**src/sv/bbp_pkg.sv**
```systemverilog
package bbp_pkg;

   // Counter and operand widths
   localparam int CNT_W   = 21;
   localparam int SKIP_W  = 16;
   localparam int N_W     = CNT_W + 1;    // ones_seen + zeros_seen
   localparam int D_W     = CNT_W + 1;    // remaining zeros + 1
   localparam int SUM_W   = D_W + 1;      // modular sums before reduction

   localparam int MUL_STEPS = N_W;        // one multiplier bit per step
   localparam int STEP_W    = $clog2(MUL_STEPS);

   localparam int CHUNK_BITS    = 1048576;
   localparam int CNT_MAX_INT   = (2 ** CNT_W) - 1;
   localparam int POS_LIMIT_INT = (CHUNK_BITS < CNT_MAX_INT) ? CHUNK_BITS : CNT_MAX_INT;

   localparam logic [CNT_W-1:0] POS_LIMIT = CNT_W'(POS_LIMIT_INT);
   localparam logic [CNT_W-1:0] CNT_MAX   = CNT_W'(CNT_MAX_INT);

   localparam int CSR_IDX_W  = 2;
   localparam int CSR_DATA_W = CNT_W;

   typedef enum logic [CSR_IDX_W-1:0] {
      CSR_ONES_TOTAL    = 2'd0,
      CSR_ZEROS_TOTAL   = 2'd1,
      CSR_INITIAL_SKIPS = 2'd2,
      CSR_SKIP_COUNT    = 2'd3
   } csr_index_type;

   typedef enum logic [2:0] {
      ST_IDLE,
      ST_EVAL,
      ST_PREP,
      ST_MUL,
      ST_FIN,
      ST_EMIT
   } state_type;

   typedef struct packed {
      logic load_item;
      logic eval;
      logic prep;
      logic mul_step;
      logic finish;
      logic emit;
   } cmd_type;

   typedef struct packed {
      logic drop;
      logic pass;
      logic early;
      logic mul_last;
      logic out_free;
   } sts_type;

endpackage

```
**src/sv/bbp_ctrl.sv**
```systemverilog
module bbp_ctrl
   import bbp_pkg::*;
(
   input  logic    clock,
   input  logic    reset,
   input  logic    req_valid,
   output logic    req_ready,
   input  sts_type sts,
   output cmd_type cmd
);

   state_type state_ff, state_in;

   always_ff @(posedge clock) begin
      if (reset) begin
         state_ff <= ST_IDLE;
      end else begin
         state_ff <= state_in;
      end
   end

   always_comb begin
      state_in = state_ff;
      case (state_ff)
         ST_IDLE: begin
            if (req_valid) begin
               state_in = ST_EVAL;
            end
         end
         ST_EVAL: begin
            if (sts.drop) begin
               state_in = ST_IDLE;
            end else if (sts.pass) begin
               state_in = ST_EMIT;
            end else begin
               state_in = ST_PREP;
            end
         end
         ST_PREP: begin
            state_in = sts.early ? ST_EMIT : ST_MUL;
         end
         ST_MUL: begin
            if (sts.mul_last) begin
               state_in = ST_FIN;
            end
         end
         ST_FIN: begin
            state_in = ST_EMIT;
         end
         ST_EMIT: begin
            if (sts.out_free) begin
               state_in = ST_IDLE;
            end
         end
         default: begin
            state_in = ST_IDLE;
         end
      endcase
   end

   always_comb begin
      cmd       = '0;
      req_ready = 1'b0;
      case (state_ff)
         ST_IDLE: begin
            req_ready     = 1'b1;
            cmd.load_item = req_valid;
         end
         ST_EVAL: begin
            cmd.eval = 1'b1;
         end
         ST_PREP: begin
            cmd.prep = 1'b1;
         end
         ST_MUL: begin
            cmd.mul_step = 1'b1;
         end
         ST_FIN: begin
            cmd.finish = 1'b1;
         end
         ST_EMIT: begin
            cmd.emit = sts.out_free;
         end
         default: begin
            cmd = '0;
         end
      endcase
   end

endmodule

```
**src/sv/bbp_dp.sv**
```systemverilog
module bbp_dp
   import bbp_pkg::*;
(
   input  logic                  clock,
   input  logic                  reset,
   input  logic                  csr_we,
   input  logic [CSR_IDX_W-1:0]  csr_index,
   input  logic [CSR_DATA_W-1:0] csr_wdata,
   input  logic                  req_data_bit,
   input  logic                  req_chunk_start,
   output logic                  rsp_valid,
   input  logic                  rsp_ready,
   output logic                  rsp_out_bit,
   output logic                  rsp_was_processed,
   input  cmd_type               cmd,
   output sts_type               sts
);

   // configuration
   logic [CNT_W-1:0]  ones_total_ff, ones_total_in;
   logic [CNT_W-1:0]  zeros_total_ff, zeros_total_in;
   logic [CNT_W-1:0]  init_skips_ff, init_skips_in;
   logic [SKIP_W-1:0] skip_count_ff, skip_count_in;

   // chunk state
   logic [CNT_W-1:0]  ones_seen_ff, ones_seen_in;
   logic [CNT_W-1:0]  zeros_seen_ff, zeros_seen_in;
   logic              phase_ff, phase_in;
   logic [CNT_W-1:0]  pos_ff, pos_in;
   logic [SKIP_W-1:0] kp_ff, kp_in;

   // current transaction and guess evaluation
   logic              bit_ff, bit_in;
   logic              start_ff, start_in;
   logic              proc_ff, proc_in;
   logic [CNT_W-1:0]  r1_ff, r1_in;
   logic [D_W-1:0]    d_ff, d_in;
   logic [N_W-1:0]    m_ff, m_in;
   logic [D_W-1:0]    acc_ff, acc_in;
   logic [STEP_W-1:0] step_ff, step_in;
   logic              eq_ff, eq_in;

   // result register
   logic              rsp_valid_ff, rsp_valid_in;
   logic              rsp_bit_ff, rsp_bit_in;
   logic              rsp_proc_ff, rsp_proc_in;

   // chunk_start clears the state before the bit is handled
   logic [CNT_W-1:0]  pos_eff;
   logic [SKIP_W-1:0] kp_eff;

   logic [CNT_W-1:0]  r1_c, r0_c;
   logic [D_W-1:0]    d_c;
   logic [N_W-1:0]    n_c;
   logic              r1_lt_d;

   logic [SUM_W-1:0]  t1, t1r, t2, t2r, fin_sum;
   logic              guess;

   assign pos_eff = start_ff ? '0 : pos_ff;
   assign kp_eff  = start_ff ? '0 : kp_ff;

   assign r1_c    = (ones_total_ff > ones_seen_ff) ? (ones_total_ff - ones_seen_ff) : '0;
   assign r0_c    = (zeros_total_ff > zeros_seen_ff) ? (zeros_total_ff - zeros_seen_ff) : '0;
   assign d_c     = {1'b0, r0_c} + D_W'(1);
   assign n_c     = {1'b0, ones_seen_ff} + {1'b0, zeros_seen_ff};
   assign r1_lt_d = {1'b0, r1_c} < d_c;

   // one Horner step of ((n-1) * r1) mod d, with r1 < d
   assign t1  = {acc_ff, 1'b0};
   assign t1r = (t1 >= {1'b0, d_ff}) ? (t1 - {1'b0, d_ff}) : t1;
   assign t2  = t1r + (m_ff[N_W-1] ? SUM_W'(r1_ff) : '0);
   assign t2r = (t2 >= {1'b0, d_ff}) ? (t2 - {1'b0, d_ff}) : t2;

   assign fin_sum = {1'b0, acc_ff} + SUM_W'(r1_ff);
   assign guess   = eq_ff | phase_ff;

   assign sts.drop     = pos_eff < init_skips_ff;
   assign sts.pass     = kp_eff != '0;
   assign sts.early    = (n_c == '0) || !r1_lt_d;
   assign sts.mul_last = step_ff == STEP_W'(MUL_STEPS - 1);
   assign sts.out_free = !rsp_valid_ff || rsp_ready;

   always_comb begin
      ones_total_in  = ones_total_ff;
      zeros_total_in = zeros_total_ff;
      init_skips_in  = init_skips_ff;
      skip_count_in  = skip_count_ff;
      if (csr_we) begin
         case (csr_index_type'(csr_index))
            CSR_ONES_TOTAL:    ones_total_in  = csr_wdata;
            CSR_ZEROS_TOTAL:   zeros_total_in = csr_wdata;
            CSR_INITIAL_SKIPS: init_skips_in  = csr_wdata;
            CSR_SKIP_COUNT:    skip_count_in  = csr_wdata[SKIP_W-1:0];
            default: begin
               ones_total_in = ones_total_ff;
            end
         endcase
      end
   end

   always_comb begin
      bit_in        = bit_ff;
      start_in      = start_ff;
      ones_seen_in  = ones_seen_ff;
      zeros_seen_in = zeros_seen_ff;
      phase_in      = phase_ff;
      pos_in        = pos_ff;
      kp_in         = kp_ff;
      proc_in       = proc_ff;
      r1_in         = r1_ff;
      d_in          = d_ff;
      m_in          = m_ff;
      acc_in        = acc_ff;
      step_in       = step_ff;
      eq_in         = eq_ff;
      rsp_bit_in    = rsp_bit_ff;
      rsp_proc_in   = rsp_proc_ff;
      rsp_valid_in  = rsp_valid_ff;

      if (rsp_ready) begin
         rsp_valid_in = 1'b0;
      end

      if (cmd.load_item) begin
         bit_in   = req_data_bit;
         start_in = req_chunk_start;
      end

      if (cmd.eval) begin
         if (start_ff) begin
            ones_seen_in  = '0;
            zeros_seen_in = '0;
            phase_in      = 1'b0;
         end
         pos_in = (pos_eff < POS_LIMIT) ? (pos_eff + CNT_W'(1)) : POS_LIMIT;
         if (sts.drop) begin
            kp_in = kp_eff;
         end else begin
            kp_in = (kp_eff >= skip_count_ff) ? '0 : (kp_eff + SKIP_W'(1));
         end
         proc_in = !sts.pass;
      end

      if (cmd.prep) begin
         r1_in   = r1_c;
         d_in    = d_c;
         m_in    = n_c - N_W'(1);
         acc_in  = '0;
         step_in = '0;
         eq_in   = (n_c == '0) && r1_lt_d;
      end

      if (cmd.mul_step) begin
         acc_in  = t2r[D_W-1:0];
         m_in    = {m_ff[N_W-2:0], 1'b0};
         step_in = step_ff + STEP_W'(1);
      end

      // floor quotients match when the remainder plus r1 stays below d
      if (cmd.finish) begin
         eq_in = fin_sum < {1'b0, d_ff};
      end

      if (cmd.emit) begin
         rsp_valid_in = 1'b1;
         if (proc_ff) begin
            rsp_bit_in  = bit_ff ~^ guess;
            rsp_proc_in = 1'b1;
            if (!eq_ff) begin
               phase_in = ~phase_ff;
            end
            if (bit_ff) begin
               ones_seen_in = (ones_seen_ff < CNT_MAX) ? (ones_seen_ff + CNT_W'(1)) : CNT_MAX;
            end else begin
               zeros_seen_in = (zeros_seen_ff < CNT_MAX) ? (zeros_seen_ff + CNT_W'(1)) : CNT_MAX;
            end
         end else begin
            rsp_bit_in  = bit_ff;
            rsp_proc_in = 1'b0;
         end
      end
   end

   always_ff @(posedge clock) begin
      if (reset) begin
         ones_total_ff  <= '0;
         zeros_total_ff <= '0;
         init_skips_ff  <= '0;
         skip_count_ff  <= '0;
         ones_seen_ff   <= '0;
         zeros_seen_ff  <= '0;
         phase_ff       <= 1'b0;
         pos_ff         <= '0;
         kp_ff          <= '0;
         rsp_valid_ff   <= 1'b0;
      end else begin
         ones_total_ff  <= ones_total_in;
         zeros_total_ff <= zeros_total_in;
         init_skips_ff  <= init_skips_in;
         skip_count_ff  <= skip_count_in;
         ones_seen_ff   <= ones_seen_in;
         zeros_seen_ff  <= zeros_seen_in;
         phase_ff       <= phase_in;
         pos_ff         <= pos_in;
         kp_ff          <= kp_in;
         rsp_valid_ff   <= rsp_valid_in;
      end
   end

   always_ff @(posedge clock) begin
      bit_ff      <= bit_in;
      start_ff    <= start_in;
      proc_ff     <= proc_in;
      r1_ff       <= r1_in;
      d_ff        <= d_in;
      m_ff        <= m_in;
      acc_ff      <= acc_in;
      step_ff     <= step_in;
      eq_ff       <= eq_in;
      rsp_bit_ff  <= rsp_bit_in;
      rsp_proc_ff <= rsp_proc_in;
   end

   assign rsp_valid         = rsp_valid_ff;
   assign rsp_out_bit       = rsp_bit_ff;
   assign rsp_was_processed = rsp_proc_ff;

endmodule

```
**src/sv/bit_balance_predictor_unit.sv**
```systemverilog
// Path to rsp_valid after acceptance: a pass-through bit goes EVAL, EMIT; a processed bit goes
// EVAL, PREP, EMIT when compare alone settles the guess, else EVAL, PREP, MUL, FIN, EMIT;
// a dropped bit has no result. One transaction at a time: the next is accepted in ST_IDLE,
// entered as the result is registered; the 22-step modular multiply sets the rate for
// processed bits, and the result register lets it in while a result waits.
// Reset (synchronous, active high) clears the registers, counters and pattern.
module bit_balance_predictor_unit
   import bbp_pkg::*;
(
   input  logic                  clock,
   input  logic                  reset,
   input  logic                  csr_we,
   input  logic [CSR_IDX_W-1:0]  csr_index,
   input  logic [CSR_DATA_W-1:0] csr_wdata,
   input  logic                  req_valid,
   output logic                  req_ready,
   input  logic                  req_data_bit,
   input  logic                  req_chunk_start,
   output logic                  rsp_valid,
   input  logic                  rsp_ready,
   output logic                  rsp_out_bit,
   output logic                  rsp_was_processed
);

   cmd_type cmd;
   sts_type sts;

   bbp_ctrl u_ctrl (
      .clock     (clock),
      .reset     (reset),
      .req_valid (req_valid),
      .req_ready (req_ready),
      .sts       (sts),
      .cmd       (cmd)
   );

   bbp_dp u_dp (
      .clock             (clock),
      .reset             (reset),
      .csr_we            (csr_we),
      .csr_index         (csr_index),
      .csr_wdata         (csr_wdata),
      .req_data_bit      (req_data_bit),
      .req_chunk_start   (req_chunk_start),
      .rsp_valid         (rsp_valid),
      .rsp_ready         (rsp_ready),
      .rsp_out_bit       (rsp_out_bit),
      .rsp_was_processed (rsp_was_processed),
      .cmd               (cmd),
      .sts               (sts)
   );

endmodule

```
**config.mk**
```make
export PLATFORM = sky130hd
export DESIGN_NAME = bit_balance_predictor_unit
export DESIGN_NICKNAME = d
export VERILOG_FILES = /design/src/sv/bbp_pkg.sv /design/src/sv/bbp_ctrl.sv /design/src/sv/bbp_dp.sv /design/src/sv/bit_balance_predictor_unit.sv
export SDC_FILE = /design/constraint.sdc
export NUM_CORES = 1
export LEC_CHECK = 0
export BUFFER_PORTS_ARGS = -buffer_cell sky130_fd_sc_hd__buf_2
export CAP_MARGIN = 20
export CORE_ASPECT_RATIO = 1.1
export CORE_UTILIZATION = 60
export CTS_BUF_LIST = sky130_fd_sc_hd__clkbuf_4 sky130_fd_sc_hd__clkbuf_8
export DETAILED_ROUTE_END_ITERATION = 10
export PLACE_DENSITY = 0.79
export RECOVER_POWER = 50
export SLEW_MARGIN = 40
export SYNTH_ARGS = -nofsm -noshare
export SYNTH_HDL_FRONTEND = slang
export SYNTH_SLANG_ARGS = --single-unit
```
**constraint.sdc**
```tcl
create_clock -name clock -period 10 [get_ports clock]
set_clock_uncertainty 0.2 [all_clocks]
set_input_delay 1 -clock clock [delete_from_list [all_inputs] [get_ports clock]]
set_output_delay 1 -clock clock [all_outputs]
set_load 0.1 [all_outputs]
```
# Word level (Yosys, flattened, before mapping)
# Cells that the tools add are included.
[totals]
romBits = 0
in_bits = 30
out_inout_bits = 4
ff_bits = 261
word_cells = 134
mem_count = 0
ram_bits = 0
latch_bits = 0
[classes]
n_shift = 0
add_sub_neg = 14
n_lt_le_gt_ge = 11
muxes = 53
n_div = 0
mul = 0
eq_ne = 12
n_reduce_logical = 18
bitwise_logic = 3
[ops]
columns = ["operator", "n"]
rows = [
  ["$mux W21", 17],
  ["$mux W22", 5],
  ["$add A21 B1 Y21 const B", 3],
  ["$lt A21 B21 Y1 const B", 3],
  ["$mux W16", 3],
  ["$ge A23 B22 Y1", 2],
  ["$gt A21 B21 Y1", 2],
  ["$sub A21 B21 Y21", 2],
  ["$add A22 B21 Y23", 1],
  ["$add A23 B21 Y23", 1],
  ["$lt A23 B22 Y1", 1],
  ["$mux W23", 1],
  ["$sub A23 B22 Y23", 1],
  ["$add A21 B1 Y22 const B", 1],
  ["$add A21 B21 Y22", 1],
  ["$logic_not A22 Y1", 1],
  ["$lt A21 B22 Y1", 1],
  ["$sub A22 B1 Y22 const B", 1],
  ["$sub A22 B22 Y22", 1],
  ["$lt A21 B21 Y1", 1],
  ["$mux W1", 18],
  ["$mux W3", 6],
  ["$pmux W3 S6", 1],
  ["$add A16 B1 Y16 const B", 1],
  ["other kinds (23)", 36],
]

# Logic depth before layout (Yosys ltp)
[logic_depth]
word_depth = 8
mapped_depth = 30
mapped_depth_nobuf = 30

# Modules after synthesis
# From an unflattened synthesis, not the netlist that was laid out.
[unflattened]
hier_cells = 2804
hier_area_um2 = 22038.6
[by_module_without_submodules]
columns = ["module", "instances", "seq_area_each_um2", "area_per_inst_um2", "cells_each"]
rows = [
  ["bbp_dp", 1, 6135.9, 21779.6, 2769],
  ["bbp_ctrl", 1, 60.1, 259.0, 35],
]

# Least setup slack after synthesis
# OpenSTA, ideal clock, no wires.
[synth_timing]
path_kind = "register to register"
startpoint = "reg u_dp.acc_ff[1]"
endpoint = "reg u_dp.acc_ff[3] (data pin)"
t_required_ns = 9.630
path_stages_with_launch = 29
t_arrival_ns = 6.779
setup_slack_ns = 2.851
period_less_slack_ns = 7.149
path_buffers = 3
setup_ns = 0.170
cell_sequence = "edfxtp_1 > ha_1 > o21a_1 > o31ai_1 > a211oi_1 > nor3_1 > o31ai_2 > clkbuf_1 > clkbuf_1 > a21oi_1 > ha_1 > and4_1 > o21ai_0 > o211a_1 > nor3_1 > nand3_1 > a21oi_1 > xor2_1 > ha_1 > a21o_1 > a21o_1 > a21o_1 > o21a_1 > a311oi_1 > o211ai_1 > a21oi_1 > clkbuf_1 > nand4_1 > o31ai_1"
[synth_between]
elab_chain_cells = 6
elab_cells_between_ends = 8
classes_between = "3 x add/sub; 2 x order compare; 3 x mux"
[synth_lines]
columns = ["element", "line_no", "text"]
rows = [
  ["from (decl)", "bbp_dp.sv:39", "logic [D_W-1:0] acc_ff, acc_in;"],
  ["from (signal assigned)", "bbp_dp.sv:218", "acc_ff <= acc_in;"],
  ["$sub A23 B22 Y23 or $ge A23 B22 Y1 (tied branches)", "bbp_dp.sv:71", "assign t1r = (t1 >= {1'b0, d_ff}) ? (t1 - {1'b0, d_ff}) : t1;"],
  ["$mux W23 (*)", "bbp_dp.sv:71", ""],
  ["$add A23 B21 Y23 (*)", "bbp_dp.sv:72", "assign t2 = t1r + (m_ff[N_W-1] ? SUM_W'(r1_ff) : '0);"],
  ["$sub A22 B22 Y22 or $ge A23 B22 Y1 (tied branches)", "bbp_dp.sv:73", "assign t2r = (t2 >= {1'b0, d_ff}) ? (t2 - {1'b0, d_ff}) : t2;"],
  ["$mux W22 (*)", "bbp_dp.sv:73", ""],
  ["$mux W22 (*)", "bbp_dp.sv:154", "if (cmd.mul_step) begin"],
]
# Mark *: on every way between the ends. The rest lies on a longest branch, timed or not.
# A chain may end at the register's enable or synchronous reset.

# Final worst setup path
[layout_timing]
startpoint = "reg u_dp.acc_ff[1]"
endpoint = "reg u_dp.acc_ff[15] (data pin)"
# The elaborated chain is that of the path after synthesis.

==> impl_metrics.csv <==
group,metric,value,unit
outcome,run_status,"complete, but fails checks",
outcome,violated_checks,"design-rule violations, max-capacitance violations, max-slew violations",
routing,drtAntennaViolNets,0,
logic_synthesis,synth-edff-count,97,
floorplan,die-area,0.0370,mm^2
global_routing,globalRouteOverflowTotal,0,
logic_synthesis,synth_warnings,0,
cells_and_area,antenna_cells_inserted,0,
logic_synthesis,post_synth.cell_area_avg,7.89,um^2
cells_and_area,final_nets,3030,
logic_synthesis,yosysTopAreaCell,"dfxtp_1",
cells_and_area,area_growth_syn_to_layout,6.47,%
cts,h-tree-depth,2,
floorplan,row_count,72,
cts,root_buffer,"clkbuf_8",
cts,clk_latency,0.59,ns
critical_path,startpoint_type,"flip-flop",
cts,cts.hold.buffers_added,0,
sta,remaining_max_slew_budget_at_the_tightest_pin,-217,%
floorplan,start_util,61.5,%
global_routing,global_route.usage.total,33.4,%
sta,finalSetupViolations,0,
routing,via_count,20479,
run,drv_cap,6,
floorplan,chipHeight,202,um
logic_synthesis,post_synth_most_frequent_cells,"nand2_1 (341), a21oi_1 (297), ha_1 (236), nor2_1 (217), inv_1 (190)",
critical_path,critical_path_class,"reg -> reg",
cts,numCtsBuffers,42,
power_and_ir_drop,leak,9.52,nW
critical_path,path_max_fanout,17,
cts,cts_sinks,261,
power_and_ir_drop,power.density,157,mW/mm^2
logic_synthesis,leading_cell_type_by_number_of_instances_after_synthesis,"nand2_1",
sta,slew_violations,344,
floorplan,design.portCount,34,
cts,tritoncts_clock_tree,"built",
routing,wirelength,62000,um
sta,worst-slew-pin-transition,4.75,ns
logic_synthesis,yosysSeqAreaShare,28.5,%
logic_synthesis,asyncSetResetFlopFracSynth,0,%
sta,final.period_utilization,78.9,%
logic_synthesis,post_synth_instance_area,0.0218,mm^2
logic_synthesis,synth_ff_type,"dfxtp_1",
placed_design,buffer_ports.inserted,33,
routing,drt-wirelength-per-cell,19.0,um
critical_path,timing.critical_path.to_type,"flip-flop",
global_routing,antenna_found_initial,0,
sta,setup_tns,0,ns
cts,post_cts_buffers,0,
cells_and_area,finalCoreUtilization,65.4,%
sta,setup_repair_after_global_routing_missed_its_margin,"false",
sta,finalCriticalPeriod,7.89,ns
global_routing,via_count_of_the_first_global_routing_pass,19272,
cells_and_area,post_route_cells_drive_above_1_share,6.06,%
floorplan,die-width,184,um
cts,clkTransAtPathRegs,0.07,ns
floorplan,placeableCoreArea,0.0354,mm^2
critical_path,worst-endpoint-arrival,7.97,ns
sta,layout_setup_ws,2.11,ns
routing,firstDrtPassIters,9,
placed_design,place_congestion,0.995,
logic_synthesis,syn_inst,2758,
logic_synthesis,count_of_different_cell_masters_after_synthesis,96,
routing,detail_route.iter0.violations,1516,
sta,max_freq,127,MHz
cts,resized_after_cts,0,
global_routing,grt_start_max_net_pins,110,
routing,avgViaCountPerCell,6.27,
global_routing,grt_first_pass_wirelength,98700,um
placed_design,dpl_worst_slack,2.26,ns
logic_synthesis,number_of_flip_flops_and_latches_in_the_synthesized_netlist,261,
logic_synthesis,synth_top_area_share,15.1,%
worst_hold_path,min_path_type,"reg -> reg",
sta,hold_viol_final,0,
critical_path,required,10.08,ns
logic_synthesis,syn_nets,3031,
power_and_ir_drop,max-vdd-ir-drop,109,uV
cts,max-clock-path-buffers,3,
logic_synthesis,synth.top_cells.by_area,"dfxtp_1 (15%), ha_1 (14%), edfxtp_1 (13%)",
routing,drcViolationCount,1,
cells_and_area,layout.filler_cells,3096,
placed_design,dp_hpwl,48100,um
## report_power, final
group	internal, W	leakage [nW]	total [W]	switching [W]
clock	0.000512	0.455	0.000971	0.000458
combinational	0.000555	6.85	0.00147	0.000911
sequential	0.00117	2.22	0.00121	0.0000408
total	0.00223	9.52	0.00364	0.00141
## through the flow
| step | hold WS (ns) | area [um^2] | power, W | cells |
|---|---|---|---|---|
| after floorplan | 0.217 | 21800 | 0.00230 | 2758 |
| after global placement | 0.233 | 22300 | 0.00261 | 3192 |
| final | 0.255 | 23200 | 0.00364 | 3268 |
| after CTS | 0.256 | 23200 | 0.00362 | 3266 |
| after detailed placement | 0.246 | 22300 | 0.00265 | 3192 |
| after global routing | 0.280 | 23200 | 0.00384 | 3268 |
## path summary, 6_finish.rpt
path                endpoint            from  slack, ns  depth (start not counted)
max          u_dp.acc_ff[15]  u_dp.acc_ff[1]       2.11                         25
min           u_dp.kp_ff[15]  u_dp.kp_ff[15]       0.26                          2
min reg2reg   u_dp.kp_ff[15]  u_dp.kp_ff[15]       0.26                          2
max reg2reg  u_dp.acc_ff[15]  u_dp.acc_ff[1]       2.11                         25
## final cells by class
type	instances	area [um^2]	share of cell area, %
repair buffers	49	260	1.12
clock inverters	21	174	0.751
inverters	191	717	3.10
clock buffers	53	692	2.99
flip-flops and latches	261	6200	26.7
well taps	481	602	2.60
multi-input cells	2212	14500	62.7
## state kept, by name, summed over array words and instances (netlist names), 3 cells and up
register and cells:
u_dp.step_ff 5, u_dp.d_ff 22, u_ctrl.state_ff 3, u_dp.init_skips_ff 21
u_dp.ones_seen_ff 21, u_dp.zeros_seen_ff 21, u_dp.acc_ff 22, u_dp.pos_ff 21
u_dp.ones_total_ff 21, u_dp.zeros_total_ff 21, u_dp.skip_count_ff 16, u_dp.kp_ff 16
u_dp.r1_ff 21, u_dp.m_ff 22
## cells by family (layout without fill, tap and decap cells)
family	Yosys count	count (layout)	share of synthesized area [%]
adder cells (fa/ha/maj)	243	243	14.2
flip-flops	261	261	28.5
buffers and inverters	285	314	5.01
AND/OR/NAND/NOR	970	970	21.4
XOR/XNOR	160	160	6.54
multiplexers	12	12	0.610
AO/OA/AOI/OAI	827	827	23.8
## placed cells by master (no fill, tap or decap), types with 15 or more instances in the layout
cell and n:
inv_1 190, nor4_1 18, o31ai_1 15, o21ai_0 168
a31oi_1 31, clkbuf_8 47, a21oi_1 297, nor3_1 46
a21o_1 79, buf_2 28, o21a_1 31, o211ai_1 31
or3_1 17, xor2_1 63, nor2b_1 49, dfxtp_1 164
nand2b_1 26, o21bai_1 20, nand4_1 44, xnor2_1 93
edfxtp_1 97, a211oi_1 39, ha_1 236, nor2_1 216
and3_1 32, nand3_1 73, and2_1 43, nand2_1 341
## worst max-delay path, cell delays in order (launching register included)
cell,delay (ns)
edfxtp_1,0.46
ha_1,0.42
o21a_1,0.16
o31ai_1,0.12
a211oi_1,0.38
nor3_1,0.14
o31ai_4,0.69
mux2_2,0.42
ha_1,0.35
and4_1,0.26
o21ai_0,0.14
o211a_1,0.23
nor3_1,0.54
nand3_1,0.14
a21oi_1,0.20
xor2_1,0.22
ha_1,0.31
a21o_1,0.19
a21o_1,0.17
a21o_1,0.19
o21a_1,0.20
a311oi_1,0.30
o211ai_1,0.16
a21o_1,0.38
nor2_2,0.46
o31ai_1,0.15
## routing by layer
| layer | wire (um) | GRT usage, % | vias to the layer above |
|---|---|---|---|
| met5 | 0 | 0 | - |
| met4 | 3400 | 17.3 | 0 |
| li1 | - | - | 9938 |
| met2 | 29300 | 56.9 | 792 |
| met3 | 3970 | 4.29 | 165 |
| met1 | 25300 | 41.0 | 9584 |
(Power assumes the default switching activity.)
